===== config.mk =====
export PLATFORM = sky130hd
export DESIGN_NAME = bpvs_front
export DESIGN_NICKNAME = d
export VERILOG_FILES = /design/src/hw/rtl/bpvs_pkg.sv /design/src/hw/rtl/bpvs_front.sv
export SDC_FILE = /design/constraint.sdc
export NUM_CORES = 1
export LEC_CHECK = 0
export BUFFER_PORTS_ARGS = -buffer_cell sky130_fd_sc_hd__buf_2
export CAP_MARGIN = 15
export CORE_AREA = 2 2 271 273
export CTS_CLUSTER_SIZE = 28
export DETAILED_ROUTE_END_ITERATION = 12
export DIE_AREA = 0 0 273 275
export PLACE_DENSITY = 0.75
export SKIP_LAST_GASP = 1
export SYNTH_ARGS = -nofsm -noshare
export SYNTH_HDL_FRONTEND = slang
export SYNTH_SLANG_ARGS = --single-unit

===== constraint.sdc =====
create_clock -name clk -period 15.7 [get_ports clk]
set_clock_uncertainty 0.1 [all_clocks]
set_input_delay 1.57 -clock clk [delete_from_list [all_inputs] [get_ports clk]]
set_output_delay 1.57 -clock clk [all_outputs]
set_load 0.02 [all_outputs]

===== src/hw/rtl/bpvs_pkg.sv =====
// shared types, constants and helpers for the blinn-phong vertex shader
`timescale 1ns / 1ps

package bpvs_pkg;

    localparam logic [1:0] REG_AMBIENT   = 2'd0;
    localparam logic [1:0] REG_DIFFUSE   = 2'd1;
    localparam logic [1:0] REG_SPECULAR  = 2'd2;
    localparam logic [1:0] REG_SHININESS = 2'd3;

    localparam logic [7:0]  SHININESS_RESET = 8'd1;
    localparam logic [23:0] SUM_MAX         = 24'hFFFFFF;
    localparam logic [41:0] POW_CAP         = 42'h100_0000_0000;
    localparam logic [41:0] Q16_ONE         = 42'd65536;

    typedef struct packed {
        logic signed [31:0] normal_x;
        logic signed [31:0] normal_y;
        logic signed [31:0] normal_z;
        logic signed [31:0] point_x;
        logic signed [31:0] point_y;
        logic signed [31:0] point_z;
        logic signed [31:0] lamp_x;
        logic signed [31:0] lamp_y;
        logic signed [31:0] lamp_z;
        logic [47:0]        lamp_color;
        logic               last_light;
    } in_word_t;

    typedef struct packed {
        logic [23:0] red_out;
        logic [23:0] green_out;
        logic [23:0] blue_out;
    } out_word_t;

    typedef struct packed {
        logic [47:0] ambient_coeffs;
        logic [47:0] diffuse_coeffs;
        logic [47:0] specular_coeffs;
        logic [7:0]  shininess;
    } cfg_t;

    typedef struct packed {
        logic signed [31:0] nx;
        logic signed [31:0] ny;
        logic signed [31:0] nz;
        logic signed [32:0] lx;
        logic signed [32:0] ly;
        logic signed [32:0] lz;
        logic signed [32:0] ex;
        logic signed [32:0] ey;
        logic signed [32:0] ez;
        logic [47:0]        color;
        logic               last;
    } item_t;

    typedef struct packed {
        logic busy;
        logic pop;
    } back_status_t;

    function automatic logic [15:0] chan16(input logic [47:0] packed_val, input logic [1:0] k);
        logic [15:0] res;
        unique case (k)
            2'd0:    res = packed_val[47:32];
            2'd1:    res = packed_val[31:16];
            default: res = packed_val[15:0];
        endcase
        return res;
    endfunction

endpackage


===== src/hw/rtl/bpvs_front.sv =====
// front end: accepts words, forms light and eye vectors, two-entry queue to the back end
`timescale 1ns / 1ps

module bpvs_front
    import bpvs_pkg::*;
(
    input  logic     clk,
    input  logic     rst_n,
    input  logic     in_valid,
    output logic     in_stall,
    input  in_word_t in_word,
    output logic     item_valid,
    output item_t    item,
    input  logic     pop
);

    logic [1:0] count_reg, count_next;
    logic       wr_ptr_reg, wr_ptr_next;
    logic       rd_ptr_reg, rd_ptr_next;
    item_t      slot_reg [2];
    item_t      fresh;
    logic       push;

    assign in_stall   = (count_reg == 2'd2);
    assign push       = in_valid && !in_stall;
    assign item_valid = (count_reg != 2'd0);
    assign item       = slot_reg[rd_ptr_reg];

    always_comb
    begin
        fresh.nx    = in_word.normal_x;
        fresh.ny    = in_word.normal_y;
        fresh.nz    = in_word.normal_z;
        fresh.lx    = {in_word.lamp_x[31], in_word.lamp_x}
                    - {in_word.point_x[31], in_word.point_x};
        fresh.ly    = {in_word.lamp_y[31], in_word.lamp_y}
                    - {in_word.point_y[31], in_word.point_y};
        fresh.lz    = {in_word.lamp_z[31], in_word.lamp_z}
                    - {in_word.point_z[31], in_word.point_z};
        fresh.ex    = 33'd0 - {in_word.point_x[31], in_word.point_x};
        fresh.ey    = 33'd0 - {in_word.point_y[31], in_word.point_y};
        fresh.ez    = 33'd0 - {in_word.point_z[31], in_word.point_z};
        fresh.color = in_word.lamp_color;
        fresh.last  = in_word.last_light;
    end

    always_comb
    begin
        wr_ptr_next = push ? !wr_ptr_reg : wr_ptr_reg;
        rd_ptr_next = pop ? !rd_ptr_reg : rd_ptr_reg;
        count_next  = count_reg + {1'b0, push} - {1'b0, pop};
    end

    always_ff @(posedge clk or negedge rst_n)
    begin
        if (!rst_n)
        begin
            count_reg  <= 2'd0;
            wr_ptr_reg <= 1'b0;
            rd_ptr_reg <= 1'b0;
        end
        else
        begin
            count_reg  <= count_next;
            wr_ptr_reg <= wr_ptr_next;
            rd_ptr_reg <= rd_ptr_next;
        end
    end

    always_ff @(posedge clk)
    begin
        if (push)
        begin
            slot_reg[wr_ptr_reg] <= fresh;
        end
    end

endmodule


==> results.md, run 1 <==
- Multiplexer area fraction after synthesis: between 10% and 20%
- Tot Pwr: 6.76 mW
- Num CTS Buffers: 76
- # setup viols final: 0
- P_sw: between 2 and 2.5 mW
- First-pass GRT wire length: between 100,000 and 150,000 µm
- Arrival time at the worst endpoint: roughly 3900 ps
- Fin util: a little over half
- Count of cell types in the netlist: 70
- Starting density of the core: 43.8%
- Share of total power in combinational logic: a little over a third
- Clock buffer depth: 3
- Post-CTS Setup Bufs: 0
- Via-to-Cell Ratio: approximately 5.3
- Gr usage total: about a fifth
- Leakage power: between 10 and 15 nW
- Clock sinks: 690
- Grt ovf: 0
- DIE HEIGHT: 275 µm
- Largest family of logic cells by synthesized area: multiplexers
- IO Pins: between 600 and 700
- Max-slew violation count: 0
- Worst VDD drop: approximately 0.15 mV
- DR WL/cell: slightly above 20 µm
- CTS H-tree lvls: 3
- Tightest Pin Transition: 1290 ps
- Post-CTS Resized: 0
- EDFF count, synth: 686
- Antenna violations before repair: 19
- Fin. Hold Viols: 0
- Clock power frac: approximately a quarter
- Fmax: approximately 180 MHz
- Drt first pass iters: 6
- CTS clk-pin slew, worst paths: approximately 60 ps
- Post-synthesis sequential area ratio: 65.3%
- Die ar.: around 75,000 µm²
- Post-layout min period: between 5000 and 6000 ps
- Crit Path Max Fanout: between 150 and 200
- Post-synthesis xor/xnor area fraction: 4.86%
- CTS tree: done
- Worst R2R End: slot_reg[1][81]
- I/O Buffers: between 600 and 700
- Adder-cell share of the synthesized area: ~4.2%
- Internal reg-to-reg setup slack: 12,060 ps
- Slew HR: ~14%
- Flop pwr share: between 30% and 40%
- Post-route ant nets: 0
- DPL Wire Length: between 50,000 and 60,000 µm
- Nets: 3,293
- Startpoint types: flop
- Hold Buf Count CTS: 0
- Worst path slowest cell: dfrtp_4
- WHS Endpoint: count_reg[1]
- Worst Path Required: ~14,000 ps
- Dominant synthesized flop cell: edfxtp_1
- Hold Path Class: flop to flop
- Synth cell count leaders: edfxtp_1 (686), mux2_2 (343), xnor2_1 (143)
- Synth Area per Inst: roughly 15 µm²
- Power density of the placed cells: about 170 nW/µm²
- #FFs+latches synth: between 600 and 700
- Synth Area in Simple Gates: between 5 and 6%
- Cells after Synth: between 2,000 and 2,500
- Worst setup margin: a little over 10,000 ps
- Die X: between 200 and 300 µm
- Reg-to-reg startpoint: count_reg[0]
- Largest net degree at the start of global routing: approximately 170
- Layout cells sized above 1: between 40% and 50%
- Worst hold stages: 1
- Cell with the most instances after synthesis: edfxtp_1
- Synth area leader: edfxtp_1
- Cell Chain, Critical Path: buf_4 -> buf_12 -> mux2_2 -> buf_2
- Worst r2r path cells: 4
- Gpl congestion: a little under 0.9
- Total Wirelength: around 80,000 µm
- Top area cells in the synthesized netlist: edfxtp_1 (65%), mux2_2 (12%), ha_1 (4.0%)
- Post-route setup TNS: 0 ps
- Final period utilization: 35.3%
- # rows: 99
- Vias: just over 20,000
- Mapped Area: around 32,000 µm²
- Later-pin clock latency in the skew report: a little over 600 ps
- Switching share of power: 34.6%
- Synth Net Count: ~2,600
- Slowest stage delay, CP: just under 800 ps
- Top cell type's share of synthesized area: between 60 and 70%
- Hold path startpoint: count_reg[1]
- Critical path class: flop to primary output
- DRC errors left: 0
- Placeable Area: around 72,000 µm²
- Max-Cap Viols: 0
- Pre-CTS WS: ~10,000 ps
- Post-synth ARST share: less than 1%
- Internal power: roughly 4.4 mW
- Critical Path Sink Type: primary output
- Root buffer cell: clkbuf_16
- Vias in the first global route: 20,300
- Max reg flops: a little under 700
- Post-synthesis compound-gate area fraction: roughly 5.5%
- Hold WS: around 390 ps
- Area growth syn-to-layout: 22.2%
- Status: complete, no violations
- 1st-iter DRT viols: approximately 1,400
- Layout fillers: 6,046
- Yosys Warn Count: 0
- RSZ-0062 raised after global routing: no
-- metrics by stage --
stage	cell area, µm²	cells
5_1_grt	38700	3883
4_1_cts	38700	3867
3_3_place_gp	36300	3729
2_1_floorplan	31700	2131
3_5_place_dp	36300	3729
6_report	38800	3884
-- per-layer routing --
layer  GRT usage, %  routed length, µm  vias up
met5              0                 27        -
met4           6.99               2230        4
met3           4.89               5720      133
met2           36.1              41300      706
met1           23.3              30700    10100
li1               -                  -     9542
-- power by group through the flow --
stage / registers, mW / logic (mW) / clock network, mW
final: 2.68 / 2.36 / 1.73
after global routing: 2.71 / 2.49 / 1.84
after global placement: 2.68 / 2.35 / 0
after floorplan: 2.82 / 1.59 / 0
after CTS: 2.67 / 2.37 / 1.77
after detailed placement: 2.71 / 2.36 / 0
-- cells by family (layout without fill, tap and decap cells) --
kind of cell | after synthesis | after routing
compound gates | 269 | 269
buf+inv | 185 | 962
simple gates | 364 | 364
mux | 343 | 343
xor+xnor | 176 | 176
fa+ha+maj | 104 | 104
flops | 690 | 690
other cells | 0 | 17
-- layout make-up --
type                       instances  area [µm²]  share of cell area, %
antenna                           17        42.5                  0.110
clock buffer                      93        1990                   5.13
clock inverter                    45         464                   1.20
inverter                         129         484                   1.25
multi-input combinational       1256       10300                   26.7
sequential                       690       20700                   53.4
tap                              959        1200                   3.10
timing repair buffer             695        3540                   9.14
-- placed cells by master, fill, tap and decap left out, drive strengths merged, types with 75 or more instances in the layout --
master	instances
xnor2	143
inv	133
nand2	75
mux2	343
ha	101
clkbuf	93
nor2	99
edfxtp	686
buf	695
a21oi	86
-- worst max-delay path: cells and delay by family (launching register included) --
| kind | cells | cell delay (ps) |
|---|---|---|
| flops | 1 | 790 |
| buf+inv | 3 | 1480 |
| mux | 1 | 460 |
-- worst max path at each step --
| stage | startpoint | end | slack (ps) |
|---|---|---|---|
| 2_1_floorplan | in_valid | slot_reg[0][0] | 4510 |
| 6_report | rd_ptr_reg | item[192] | 10160 |
| 3_3_place_gp | in_word[153] | slot_reg[0][76] | 10190 |
| 3_5_place_dp | in_word[151] | slot_reg[0][76] | 10210 |
| 5_1_grt | rd_ptr_reg | item[192] | 10050 |
| 4_1_cts | rd_ptr_reg | item[192] | 10220 |
No activity file was read; power rests on OpenSTA's default activity.
==> run 2, diff against run 1 <==
--- a/config.mk
+++ b/config.mk
@@ -5,13 +5,14 @@
 export SDC_FILE = /design/constraint.sdc
 export NUM_CORES = 1
 export LEC_CHECK = 0
+export ABC_AREA = 1
 export BUFFER_PORTS_ARGS = -buffer_cell sky130_fd_sc_hd__buf_2
 export CAP_MARGIN = 15
-export CORE_AREA = 2 2 271 273
+export CORE_MARGIN = 1.5
+export CORE_UTILIZATION = 50
 export CTS_CLUSTER_SIZE = 28
 export DETAILED_ROUTE_END_ITERATION = 12
-export DIE_AREA = 0 0 273 275
-export PLACE_DENSITY = 0.75
+export PLACE_DENSITY = 0.82
 export SKIP_LAST_GASP = 1
 export SYNTH_ARGS = -nofsm -noshare
 export SYNTH_HDL_FRONTEND = slang
==> constraint.sdc (replaced) <==
create_clock -name clk -period 5 [get_ports clk]
set_clock_uncertainty 0.1 [all_clocks]
set_input_delay 0.5 -clock clk [delete_from_list [all_inputs] [get_ports clk]]
set_output_delay 0.5 -clock clk [all_outputs]
set_load 0.02 [all_outputs]
==> run 2 against run 1 <==
  * Non-clock buffer count rose by 157
  * Design area increased by 13%
  * Critical path depth decreased by 1
  * Die area is 4.8% lower
  * Worst setup slack got worse by 8400 ps
  * Synthesized cell count increased by 49%
  * Core utilization grew 9.9 points
  * Worst hold slack worse by 290 ps
  * Clock-buffer cell count decreased by 6
  * Register-to-register slack worse by 9500 ps
  * Final cell count up 31%
  * Sequential cell count did not move
  * Critical path type unchanged
  * Critical endpoint is now item[197]
  * Highest routed layer unchanged
==> results.md, run 2 <==
- Clock buffer depth: 3
- Crit Path Max Fanout: 70
- Clock sinks: 690
- Top cell type's share of synthesized area: roughly 60%
- Dominant synthesized flop cell: edfxtp_1
- # rows: between 90 and 100
- Startpoint types: flop
- FF+latch area: 20,700 µm²
- Max-slew violation count: 0
- Tot Pwr: 22.4 mW
- DR WL/cell: roughly 22 µm
- Power density of the placed cells: just over 500 nW/µm²
- Antenna violations before repair: 25
- DPL Wire Length: between 70,000 and 80,000 µm
- Post-synthesis sequential area ratio: between 50% and 60%
- Critical Path Sink Type: primary output
- Gr usage total: 30.0%
- Post-route ant nets: 0
- Largest net degree at the start of global routing: approximately 110
- RSZ-0062 raised after global routing: no
- Drt first pass iters: 5
- Leakage power: slightly below 20 nW
- DIE HEIGHT: about 270 µm
- Critical path class: flop to primary output
- Via-to-Cell Ratio: 5.26
- Final period utilization: 65.8%
- Die X: 267 µm
- Root buffer cell: clkbuf_16
- Synth area leader: edfxtp_1
- Tightest Pin Transition: a little over 800 ps
- 1st-iter DRT viols: about 2,400
- Placeable Area: a little under 70,000 µm²
- CTS tree: done
- Worst Path Required: 4400 ps
- Worst r2r path cells: 5
- Vias in the first global route: 26,300
- Later-pin clock latency in the skew report: around 620 ps
- Synth Area per Inst: 11.0 µm²
- Arrival time at the worst endpoint: about 2700 ps
- EDFF count, synth: between 600 and 700
- CTS H-tree lvls: 3
- Max reg flops: 686
- Vias: between 20,000 and 30,000
- Mapped Area: about 35,000 µm²
- Fin. Hold Viols: 0
- Synth cell count leaders: nand2_1 (830), edfxtp_1 (686), inv_1 (498)
- # setup viols final: 0
- Gpl congestion: about 0.98
- Hold path startpoint: in_word[176]
- Top area cells in the synthesized netlist: edfxtp_1 (59%), mux2_2 (11%), nand2_1 (8.9%)
- Internal reg-to-reg setup slack: 2600 ps
- WHS Endpoint: slot_reg[0][81]
- Placed insts: between 4,000 and 5,000
- Area growth syn-to-layout: 25.1%
- Most frequent cells in the layout: nand2_1 (830), edfxtp_1 (686), buf_2 (685)
- Synth Net Count: around 3,600
- Num CTS Buffers: 76
- #FFs+latches synth: a little under 700
- IO Pins: 686
- Worst R2R End: slot_reg[0][136]
- Cell with the most instances after synthesis: nand2_1
- Slew HR: 44.7%
- Layout fillers: 5,251
- Worst VDD drop: approximately 0.46 mV
- Post-layout min period: between 3000 and 4000 ps
- Worst hold stages: 2
- Reg-to-reg startpoint: count_reg[1]
- Yosys Warn Count: 0
- Starting density of the core: between 50 and 60%
- Fmax: about 300 MHz
- Non-Filler Instances: approximately 5,000
- CTS clk-pin slew, worst paths: around 70 ps
- Commonest non-fill, non-tap cell in the layout: nand2_1
- Die ar.: roughly 71,000 µm²
- Nets: between 4,000 and 5,000
- Multi-input logic area: 12,100 µm²
- Count of cell types in the netlist: 37
- DRC errors left: 0
- First-pass GRT wire length: between 150,000 and 200,000 µm
- Post-synth ARST share: less than 1%
- Grt ovf: 0
- Cells after Synth: roughly 3,200
- I/O Buffers: slightly below 700
- Hold Path Class: input pin to flop
- Total Wirelength: between 100,000 and 150,000 µm
- Status: complete, no violations
- Layout cells sized above 1: 29.8%
- Max-Cap Viols: 0
## run 2: cell type report
class	count	area share [%]
inverters	505	4.34
well taps	931	2.67
flip-flops and latches	690	47.4
diodes	22	0.126
multi-input cells	1932	27.7
repair buffers	852	11.8
clock inverters	51	1.42
clock buffers	87	4.50
## run 2: how the worst max path moves through the flow
stage | from | end | slack (ps) | depth (start not counted)
after CTS | rd_ptr_reg | item[197] | 1690 | 3
after global placement | rd_ptr_reg | item[197] | 2390 | 3
final | rd_ptr_reg | item[197] | 1710 | 3
after floorplan | in_valid | slot_reg[0][0] | -1190 | 2
after detailed placement | in_word[49] | slot_reg[0][172] | 2340 | 14
after global routing | rd_ptr_reg | item[197] | 1630 | 3
## run 2: repair_timing
item / CTS / global route
resized for setup: 0 / 0
endpoints found under the hold margin: 301 / 0
hold buffers: 150 / 0
buffers inserted: 0 / 0
## run 2: cell families after synthesis
| logic type | Yosys count | share of synthesized area (%) |
|---|---|---|
| multiplexers | 343 | 11.1 |
| AO/OA/AOI/OAI | 74 | 1.14 |
| buffers and inverters | 544 | 6.10 |
| XOR/XNOR | 127 | 3.18 |
| adder cells (fa/ha/maj) | 104 | 3.79 |
| AND/OR/NAND/NOR | 1284 | 15.5 |
| flip-flops | 690 | 59.3 |
## run 2: where the power goes
group          internal, mW  switching, mW
combinational          2.83           5.29
sequential             8.04          0.441
clock                  3.35           2.47
total                  14.2           8.20
## run 2: routing by layer
layer	up-vias	track usage, %	part of all wire [%]
met5	-	0	0.090
met4	16	18.2	6.5
met3	346	8.98	9.4
met2	1352	49.7	48
met1	12600	34.1	36
li1	12400	-	-
## run 2: critical path: stages (launching register included)
cell and delay (ps):
dfrtp_4 930, buf_12 380, mux2_2 430, buf_2 170
## run 2: metrics by stage
step / setup TNS, ps / hold WS (ps) / area, µm² / setup slack, ps / utilization, %
after floorplan: -809450 / 104 / 35000 / -1190 / -
after global placement: 0 / 214 / 39600 / 2390 / 57.5
after detailed placement: 0 / 215 / 39600 / 2340 / 57.5
after CTS: 0 / 63.5 / 43600 / 1690 / 63.4
after global routing: 0 / 82.0 / 43700 / 1630 / 63.5
final: 0 / 109 / 43700 / 1710 / 63.5
